File: src/uart_tx_rx_ring_buffers_defines.svh
// ---------------------------------------------------------------------------
// UART ring buffer assertion macros
// Shared concurrent assertion wrappers for the UART ring buffer block.
// ---------------------------------------------------------------------------
`ifndef UART_TX_RX_RING_BUFFERS_DEFINES_SVH
`define UART_TX_RX_RING_BUFFERS_DEFINES_SVH

// checked only out of reset
`define UTRB_ASSERT(lbl, prop, msg) \
  lbl: assert property (@(posedge clk) disable iff (!rst_n) prop) else $error(msg);

// checked on every edge, reset included
`define UTRB_ASSERT_ALWAYS(lbl, prop, msg) \
  lbl: assert property (@(posedge clk) prop) else $error(msg);

`endif

File: src/utrb_pkg.sv
// ---------------------------------------------------------------------------
// UART ring buffer package
// Event codes, the tab terminator and the transaction structs.
// ---------------------------------------------------------------------------
package utrb_pkg;

  typedef enum logic [1:0] {
    ACT_APP_WRITE = 2'd0,
    ACT_TX_DONE   = 2'd1,
    ACT_RX_BYTE   = 2'd2,
    ACT_APP_READ  = 2'd3
  } action_t;

  localparam logic [7:0] TAB_CHAR = 8'h09;

  typedef struct packed {
    logic [1:0] action;
    logic [7:0] data_byte;
    logic       tx_ready;
  } in_t;

  typedef struct packed {
    logic       send_valid;
    logic [7:0] send_byte;
    logic       read_valid;
    logic [7:0] read_byte;
    logic       read_is_tab;
    logic       write_overflow;
    logic       receive_dropped;
  } out_t;

endpackage

File: src/uart_tx_rx_ring_buffers.sv
// ---------------------------------------------------------------------------
// UART transmit/receive ring buffers
// Two byte rings in front of a serial transmitter and receiver; one event
// per transaction, one result per event.
// ---------------------------------------------------------------------------
// channel   handshake            payload
// input     start, busy          in_item  (utrb_pkg::in_t)
// result    out_strobe           out_result (utrb_pkg::out_t)
//
// One event is taken every cycle; busy is always low.
// The result appears in the cycle after the event, for one cycle.
// Latency is set by the registered read port of each byte store.
// Reset clears the ring pointers, the strobe and the result flags; the stores are not cleared.
// The receiver cannot stall; nothing is held back.
`include "uart_tx_rx_ring_buffers_defines.svh"

module uart_tx_rx_ring_buffers #(
  parameter int DEPTH = 32
) (
  input  logic           clk,
  input  logic           rst_n,
  input  logic           start,
  output logic           busy,
  input  utrb_pkg::in_t  in_item,
  output logic           out_strobe,
  output utrb_pkg::out_t out_result
);
  import utrb_pkg::*;

  localparam int PW = (DEPTH > 2) ? $clog2(DEPTH) : 1;
  localparam logic [PW-1:0] LAST = PW'(DEPTH - 1);

  logic [7:0]    snd_mem [DEPTH];
  logic [7:0]    rcv_mem [DEPTH];

  logic [PW-1:0] snd_head_r, snd_head_nxt, snd_tail_r, snd_tail_nxt;
  logic [PW-1:0] rcv_head_r, rcv_head_nxt, rcv_tail_r, rcv_tail_nxt;
  logic [PW-1:0] snd_tail_inc, rcv_tail_inc;

  logic          accept;
  logic          snd_full, snd_empty, rcv_full, rcv_empty;
  logic          snd_we, rcv_we;

  logic          out_strobe_r;
  logic          send_v_r, send_v_nxt;
  logic          send_q_r, send_q_nxt;
  logic          read_v_r, read_v_nxt;
  logic          ovf_r, ovf_nxt;
  logic          drop_r, drop_nxt;
  logic [7:0]    byte_r;
  logic [7:0]    snd_rdata_r, rcv_rdata_r;

  function automatic logic [PW-1:0] ring_next(input logic [PW-1:0] p);
    ring_next = (p == LAST) ? '0 : p + PW'(1);
  endfunction

  assign busy   = 1'b0;
  assign accept = start && !busy;

  assign snd_tail_inc = ring_next(snd_tail_r);
  assign rcv_tail_inc = ring_next(rcv_tail_r);
  assign snd_full     = (snd_tail_inc == snd_head_r);
  assign rcv_full     = (rcv_tail_inc == rcv_head_r);
  assign snd_empty    = (snd_head_r == snd_tail_r);
  assign rcv_empty    = (rcv_head_r == rcv_tail_r);

  always_comb begin
    snd_head_nxt = snd_head_r;
    snd_tail_nxt = snd_tail_r;
    rcv_head_nxt = rcv_head_r;
    rcv_tail_nxt = rcv_tail_r;
    snd_we       = 1'b0;
    rcv_we       = 1'b0;
    send_v_nxt   = 1'b0;
    send_q_nxt   = 1'b0;
    read_v_nxt   = 1'b0;
    ovf_nxt      = 1'b0;
    drop_nxt     = 1'b0;
    if (accept) begin
      unique case (action_t'(in_item.action))
        ACT_APP_WRITE: begin
          if (in_item.tx_ready) begin
            send_v_nxt = 1'b1;
          end else if (snd_full) begin
            ovf_nxt = 1'b1;
          end else begin
            snd_we       = 1'b1;
            snd_tail_nxt = snd_tail_inc;
          end
        end
        ACT_TX_DONE: begin
          if (!snd_empty) begin
            send_v_nxt   = 1'b1;
            send_q_nxt   = 1'b1;
            snd_head_nxt = ring_next(snd_head_r);
          end
        end
        ACT_RX_BYTE: begin
          if (rcv_full) begin
            drop_nxt = 1'b1;
          end else begin
            rcv_we       = 1'b1;
            rcv_tail_nxt = rcv_tail_inc;
          end
        end
        ACT_APP_READ: begin
          if (!rcv_empty) begin
            read_v_nxt   = 1'b1;
            rcv_head_nxt = ring_next(rcv_head_r);
          end
        end
        default: ;
      endcase
    end
  end

  always_ff @(posedge clk) begin
    if (!rst_n) begin
      snd_head_r   <= '0;
      snd_tail_r   <= '0;
      rcv_head_r   <= '0;
      rcv_tail_r   <= '0;
      out_strobe_r <= 1'b0;
      send_v_r     <= 1'b0;
      send_q_r     <= 1'b0;
      read_v_r     <= 1'b0;
      ovf_r        <= 1'b0;
      drop_r       <= 1'b0;
    end else begin
      snd_head_r   <= snd_head_nxt;
      snd_tail_r   <= snd_tail_nxt;
      rcv_head_r   <= rcv_head_nxt;
      rcv_tail_r   <= rcv_tail_nxt;
      out_strobe_r <= accept;
      send_v_r     <= send_v_nxt;
      send_q_r     <= send_q_nxt;
      read_v_r     <= read_v_nxt;
      ovf_r        <= ovf_nxt;
      drop_r       <= drop_nxt;
    end
  end

  always_ff @(posedge clk) begin
    byte_r <= in_item.data_byte;
  end

  always_ff @(posedge clk) begin
    if (snd_we) begin
      snd_mem[snd_tail_r] <= in_item.data_byte;
    end
    snd_rdata_r <= snd_mem[snd_head_r];
  end

  always_ff @(posedge clk) begin
    if (rcv_we) begin
      rcv_mem[rcv_tail_r] <= in_item.data_byte;
    end
    rcv_rdata_r <= rcv_mem[rcv_head_r];
  end

  assign out_strobe                 = out_strobe_r;
  assign out_result.send_valid      = send_v_r;
  assign out_result.send_byte       = !send_v_r ? 8'h00 : (send_q_r ? snd_rdata_r : byte_r);
  assign out_result.read_valid      = read_v_r;
  assign out_result.read_byte       = read_v_r ? rcv_rdata_r : 8'h00;
  assign out_result.read_is_tab     = read_v_r && (rcv_rdata_r == TAB_CHAR);
  assign out_result.write_overflow  = ovf_r;
  assign out_result.receive_dropped = drop_r;

  `UTRB_ASSERT(a_result_follows_accept, accept |=> out_strobe, "event gave no result")
  `UTRB_ASSERT(a_no_spurious_result, !accept |=> !out_strobe, "result without an event")
  `UTRB_ASSERT(a_overflow_when_full, out_result.write_overflow |-> $past(snd_full),
               "write dropped while send ring had room")
  `UTRB_ASSERT(a_drop_when_full, out_result.receive_dropped |-> $past(rcv_full),
               "received byte dropped while receive ring had room")
  `UTRB_ASSERT(a_flags_exclusive,
               $onehot0({out_result.send_valid, out_result.read_valid,
                         out_result.write_overflow, out_result.receive_dropped}),
               "more than one event flag in one result")
  `UTRB_ASSERT_ALWAYS(a_never_busy, !busy, "busy raised")

endmodule
File: config.mk
export PLATFORM = sky130hd
export DESIGN_NAME = uart_tx_rx_ring_buffers
export DESIGN_NICKNAME = d
export VERILOG_FILES = /design/src/utrb_pkg.sv /design/src/uart_tx_rx_ring_buffers.sv
export VERILOG_INCLUDE_DIRS = /design/src /design/src/src
export SDC_FILE = /design/constraint.sdc
export NUM_CORES = 1
export LEC_CHECK = 0
export BUFFER_PORTS_ARGS = -buffer_cell sky130_fd_sc_hd__buf_2
export CAP_MARGIN = 20
export CORE_ASPECT_RATIO = 2
export CORE_UTILIZATION = 30
export DETAILED_ROUTE_END_ITERATION = 10
export GPL_TIMING_DRIVEN = 0
export SLEW_MARGIN = 15
export SYNTH_ARGS = -nofsm -noshare
export SYNTH_HDL_FRONTEND = slang
export SYNTH_SLANG_ARGS = --single-unit
File: constraint.sdc
create_clock -name clk -period 3.9 [get_ports clk]
set_clock_uncertainty 0.15 [all_clocks]
set_input_delay 0.195 -clock clk [delete_from_list [all_inputs] [get_ports clk]]
set_output_delay 0.195 -clock clk [all_outputs]
set_load 0.02 [all_outputs]
Word-level counts from Yosys, hierarchy flattened

Memories as Yosys holds them, arrays and structs flattened. A register that Yosys moved wholly into a read port is not among the register bits.
Cells that the tools add are included.

RAM bits: 512
Word-level logic and storage cells: 72
Output and inout port bits: 23
Register bits: 34
Memories kept: 2
Bits of input ports: 14

Bitwise gates (word level): 8
Reductions and logical operators: 11
Mux-type cells: 24
Equal/unequal tests: 12
$add $sub $neg: 4

Memories:

| memory  | words | bits a word | rd ports | clocked after Yosys merged registers in | wr ports | RTL line                      | RTL |
|---|---|---|---|---|---|---|---|
| rcv_mem | 32    | 8           | 1        | 1                                       | 1        | uart_tx_rx_ring_buffers.sv:34 | `logic [7:0] rcv_mem [DEPTH];` |
| snd_mem | 32    | 8           | 1        | 1                                       | 1        | uart_tx_rx_ring_buffers.sv:33 | `logic [7:0] snd_mem [DEPTH];` |

Operator list:

| cell                                                            | count |
|---|---|
| 8-bit two-way mux                                               | 3 |
| 5-bit by 1-bit adder with 5-bit output, second input constant   | 4 |
| 5-bit == test                                                   | 4 |
| 5-bit == test, second input constant                            | 4 |
| 5-bit two-way mux                                               | 4 |
| 3-bit AND reduction                                             | 6 |
| 1-bit two-way mux                                               | 16 |
| 8-bit by 4-bit == test with 1-bit output, second input constant | 1 |
| 1-bit inverter                                                  | 8 |
| 2-bit == test, second input constant                            | 2 |
| 4-bit AND reduction                                             | 1 |
| 4-bit OR reduction                                              | 1 |
| 2-bit by 1-bit == test with 1-bit output, second input constant | 1 |
| 2-bit zero test                                                 | 1 |
| 1-bit case mux with 2 select lines                              | 1 |
| 2-bit AND reduction                                             | 1 |
| 1-bit logical AND                                               | 1 |

Depth between registers and ports, before layout

Depth after elaboration: 9
Mapped depth: 12
Gate-level depth less buffers: 9

Worst setup path before layout

Ideal clock, no wire load.

Path kind: reg-to-reg
Start: reg rcv_tail_r[0]
End: mem rcv_mem[24][0], enable pin
Library setup time: 332 ps
Period minus slack after synthesis: 3,014 ps
Data arrival time: 2,532 ps
Data required time: 3,418 ps
Stages on the path, launching flop included: 11
Path buffers: 2
Setup slack: 886 ps
Cell sequence: dfxtp_1 ha_1 clkbuf_1 and3_1 ha_1 a31oi_1 a22oi_1 xor2_1 a21oi_1 clkbuf_1 and3_1

Word-level cells in the longest chain between the ends: 8
Elaborated cells between the ends (all ways): 9
Those cells by class: 1 x add/sub; 2 x eq/ne; 6 x mux

Ends and longest elaborated chain:

| what                                                                    | RTL line                       | RTL |
|---|---|---|
| start: declaration                                                      | uart_tx_rx_ring_buffers.sv:37  | `logic [PW-1:0] rcv_head_r, rcv_head_nxt, rcv_tail_r, rcv_tail_nxt;` |
| start signal: assignment                                                | uart_tx_rx_ring_buffers.sv:133 | `rcv_tail_r <= rcv_tail_nxt;` |
| 5-bit by 1-bit adder with 5-bit output or 5-bit == test (tied branches) | uart_tx_rx_ring_buffers.sv:54  | `ring_next = (p == LAST) ? '0 : p + PW'(1);` |
| 5-bit two-way mux                                                       | uart_tx_rx_ring_buffers.sv:54  |  |
| 5-bit == test                                                           | uart_tx_rx_ring_buffers.sv:63  | `assign rcv_full = (rcv_tail_inc == rcv_head_r);` |
| 1-bit two-way mux                                                       | uart_tx_rx_ring_buffers.sv:99  | `if (rcv_full) begin` |
| 1-bit two-way mux                                                       | uart_tx_rx_ring_buffers.sv:80  | `unique case (action_t'(in_item.action))` |
| 1-bit two-way mux                                                       | uart_tx_rx_ring_buffers.sv:79  | `if (accept) begin` |
| 1-bit two-way mux                                                       | uart_tx_rx_ring_buffers.sv:155 | `if (rcv_we) begin` |
| 1-bit two-way mux (not written as such)                                 | uart_tx_rx_ring_buffers.sv:156 | `rcv_mem[rcv_tail_r] <= in_item.data_byte;` |
| end: declaration                                                        | uart_tx_rx_ring_buffers.sv:34  |  |

Parallel ways exist; a longest one is shown, timed or not.

Final worst setup path

Start: reg snd_tail_r[1]
End: mem snd_mem[19][7], enable pin

Word-level cells in the longest chain between the ends: 9
Elaborated cells between the ends (all ways): 10
Those cells by class: 1 x add/sub; 2 x eq/ne; 7 x mux

Ends and longest elaborated chain:

| what                                                                    | RTL line                       | RTL |
|---|---|---|
| start: declaration                                                      | uart_tx_rx_ring_buffers.sv:36  | `logic [PW-1:0] snd_head_r, snd_head_nxt, snd_tail_r, snd_tail_nxt;` |
| start signal: assignment                                                | uart_tx_rx_ring_buffers.sv:131 | `snd_tail_r <= snd_tail_nxt;` |
| 5-bit by 1-bit adder with 5-bit output or 5-bit == test (tied branches) | uart_tx_rx_ring_buffers.sv:54  |  |
| 5-bit two-way mux                                                       | uart_tx_rx_ring_buffers.sv:54  |  |
| 5-bit == test                                                           | uart_tx_rx_ring_buffers.sv:62  | `assign snd_full = (snd_tail_inc == snd_head_r);` |
| 1-bit two-way mux                                                       | uart_tx_rx_ring_buffers.sv:84  | `end else if (snd_full) begin` |
| 1-bit two-way mux                                                       | uart_tx_rx_ring_buffers.sv:82  | `if (in_item.tx_ready) begin` |
| 1-bit two-way mux                                                       | uart_tx_rx_ring_buffers.sv:80  |  |
| 1-bit two-way mux                                                       | uart_tx_rx_ring_buffers.sv:79  |  |
| 1-bit two-way mux                                                       | uart_tx_rx_ring_buffers.sv:148 | `if (snd_we) begin` |
| 1-bit two-way mux (not written as such)                                 | uart_tx_rx_ring_buffers.sv:149 | `snd_mem[snd_tail_r] <= in_item.data_byte;` |
| end: declaration                                                        | uart_tx_rx_ring_buffers.sv:33  |  |

Parallel ways exist; a longest one is shown, timed or not.

==> flow_summary.yaml <==
clock_tree:
  cts_tree: "yes"
  clockBufferDepth: 3
  path_clk_slew_ps: 80
  clock-root-buffer: "clkbuf_16"
  numCtsBuffers: 49
  h-tree-depth: 2
  clock_sinks: 562
  clock_latency_ps: 600
global_route:
  gr-total-overflow: 0
  grt_usage_pct: 13.7
  grt_max_degree: 66
  grt_pass1_vias: 11300
  antenna_found_initial: 0
  grt_pass1_wl_mm: 75.5
yosys:
  yosysSeqAreaShare_pct: 73.7
  synthXorXnorAreaFrac_pct: 0.788
  ys_dominant_reg_cell: "edfxtp_1"
  ys_ff_latch: 562
  synthCells: 1063
  synth_top_family_by_area: "multiplexers"
  async_flop_share_pct: 0
  synth_cell_types: 44
  synth_compound_area_share_pct: 1.08
  synthesis.nets: 1091
  avgSynthCellArea_um2: 20.9
  synth_top_cell_by_area: "edfxtp_1"
  yosys-top-cells-area: "edfxtp_1 (69%), mux4_2 (16%), dfxtp_1 (4.5%)"
  synth_simple_gate_area_share_pct: 4.43
  ys_warn_count: 0
  synth_area_mm2: 0.0222
  synth_edf_count: 512
  synth_top_area_share_pct: 69.2
  synthAdderAreaFrac_pct: 0.788
  synth.area.mux_share_pct: 17.6
  yosysMostFrequentCell: "edfxtp_1"
  synth_commonest_cells: "edfxtp_1 (512), mux4_2 (160), and3_1 (74), dfxtp_1 (50), clkbuf_1 (35)"
power_and_ir_drop:
  power_density_mw_per_mm2: 469
  pwr-share-seq_pct: 54.9
  switchingPower_uw: 2380
  peakVddDrop_mv: 0.298
  leakagePower_uw: 0.00810
  combPwrFrac_pct: 2.1
  internal_power_uw: 9610
  power_switching_share_pct: 19.9
  clkPwrFrac_pct: 43.0
worst_setup_path:
  cp.arrival_ps: 3860
  cp-start-kind: "flop"
  worst-path-max-fanout: 10
  worstSetupPathType: "reg -> reg"
  required_ps: 3990
  end_kind: "flop"
sta:
  slew_viol_final: 0
  setup_ws_ps: 127
  timing.final.crit_share_pct: 96.7
  fmax_ghz: 0.265
  setup_viol_count_final: 0
  layout_min_cycle_time_ps: 3770
  worst_slew_pin_slew_ps: 960
  hold_viol: 0
  maxSlewHeadroom_pct: 36.0
worst_hold_path:
  hold_path_class: "in -> reg"
finish:
  fillers: 6625
  drive_above_1_share_pct: 31.7
  nNetsFinal: 1195
  layout-area-overhead-vs-synth_pct: 15.1
  diodes: 0
  stdcell_area_mm2: 0.0256
place:
  hpwl_mm: 35.8
  dpl_cell_area_mm2: 0.0236
  dp_slack_ps: -200
  port_buffers: 35
  routabilityCongestion: 0.870
floorplanning:
  ios: 37
  rows: 140
  core_mm2: 0.0730
  chipHeight_um: 387
  die_area_mm2: 0.0752
  die_x_um: 194
  start_util_pct: 30.4
route:
  wl_per_cell_um: 23.8
  vias: 10400
  drt_first_pass_iters: 5
  drt_iter0_markers: 653
  antenna_left: 0
  drc_errors: 0
  vias_per_cell: 4.88
  routed_wl_mm: 50.7
run_status:
  status: "finished, final reports clean"
flow_run:
  cap_violations: 0
[cells in the final DEF, fill, tap and decap left out, drive strengths merged, types with 9 or more instances in the layout]
master         n
mux2i         12
dfxtp         50
nor2b         10
mux2          16
a21oi         11
edfxtp       512
xnor2         12
nor2          17
clkbuf       102
and2           9
mux4         160
buf           74
ha            14
clkinv        11
and3          74
nand3         11
dlygate4sd3   14
[cell families (layout without fill, tap and decap cells)]
logic type      Yosys count  count (layout)
flops                   562             562
compound gates           37              37
other cells               1               1
buf+inv                  76             221
simple gates            165             165
mux                     188             188
fa+ha+maj                14              14
xor+xnor                 20              20
[what timing repair did]
| item | in CTS | in global routing |
|---|---|---|
| endpoints found under the hold margin | 76 | 3 |
| endpoints found under the setup margin | 323 | 440 |
| hold buffers | 11 | 3 |
| gates resized for setup | 21 | 35 |
| setup buffers | 0 | 0 |
[final cells by class]
| cell class | count | area [µm²] | area share, % |
|---|---|---|---|
| Sequential cell | 562 | 16400 | 64.0 |
| Clock buffer | 67 | 1450 | 5.67 |
| Tap cell | 923 | 1150 | 4.52 |
| Buffer | 70 | 343 | 1.34 |
| Multi-Input combinational cell | 425 | 5550 | 21.7 |
| Clock inverter | 25 | 274 | 1.07 |
| Timing Repair Buffer | 53 | 405 | 1.59 |
| Inverter | 6 | 22.5 | 0.0881 |
[worst max-delay path: stages (launching register included)]
cell	delay, ps
dfxtp_1	480
ha_1	260
clkbuf_2	290
and3_1	210
ha_1	290
a31oi_1	100
a22oi_1	290
xor2_1	160
a31oi_2	330
clkbuf_1	370
and3_1	500
[routing by layer]
| metal | up-vias | share of wire (%) | GRT usage (%) |
|---|---|---|---|
| li1 | 4604 | - | - |
| met2 | 228 | 59 | 27.5 |
| met3 | 95 | 2.8 | 1.40 |
| met1 | 5466 | 33 | 13.2 |
| met5 | - | 0 | 0 |
| met4 | 0 | 5.3 | 7.84 |
[power groups by stage]
stage          logic [µW]  registers (µW)  clock network (µW)
2_1_floorplan        88.5            6720                   0
3_3_place_gp          223            6720                   0
3_5_place_dp          243            6720                   0
4_1_cts               251            6590                5250
5_1_grt               269            6580                5440
6_report              250            6590                5150
[flip-flops by register name, indices dropped and copies added (netlist names)]
signal,cells
byte_r,8
rcv_tail_r,5
snd_tail_r,5
rcv_rdata_r,8
rcv_head_r,5
drop_r,1
out_strobe,1
snd_mem,256
rcv_mem,256
read_v_r,1
ovf_r,1
snd_rdata_r,8
send_q_r,1
send_v_r,1
snd_head_r,5
[per-stage QoR]
| step | hold slack [ps] | setup TNS [ps] | cells | utilization, % | total power [µW] |
|---|---|---|---|---|---|
| floorplan | 72.7 | 0 | 1063 | - | 6810 |
| global placement | 339 | -975 | 2021 | 32.2 | 6940 |
| detailed placement | 346 | -23050 | 2025 | 32.4 | 6960 |
| CTS | 14.5 | 0 | 2128 | 34.9 | 12100 |
| global route | 44.3 | -19.9 | 2131 | 35.0 | 12300 |
| finish | 21.4 | 0 | 2131 | 35.0 | 12000 |
[final timing paths]
path                                                 start                          to  slack (ps)  depth (start not counted)
worst max-delay path            snd_tail_r[1]$_SDFFE_PN0P_    snd_mem[19][7]$_DFFE_PP_         130                         10
worst min-delay path                            in_item[2]     snd_mem[1][1]$_DFFE_PP_          20                          1
worst max register to register  snd_tail_r[1]$_SDFFE_PN0P_    snd_mem[19][7]$_DFFE_PP_         130                         10
worst min register to register  rcv_head_r[1]$_SDFFE_PN0P_  rcv_head_r[1]$_SDFFE_PN0P_         460                          3
(Power assumes the default switching activity.)
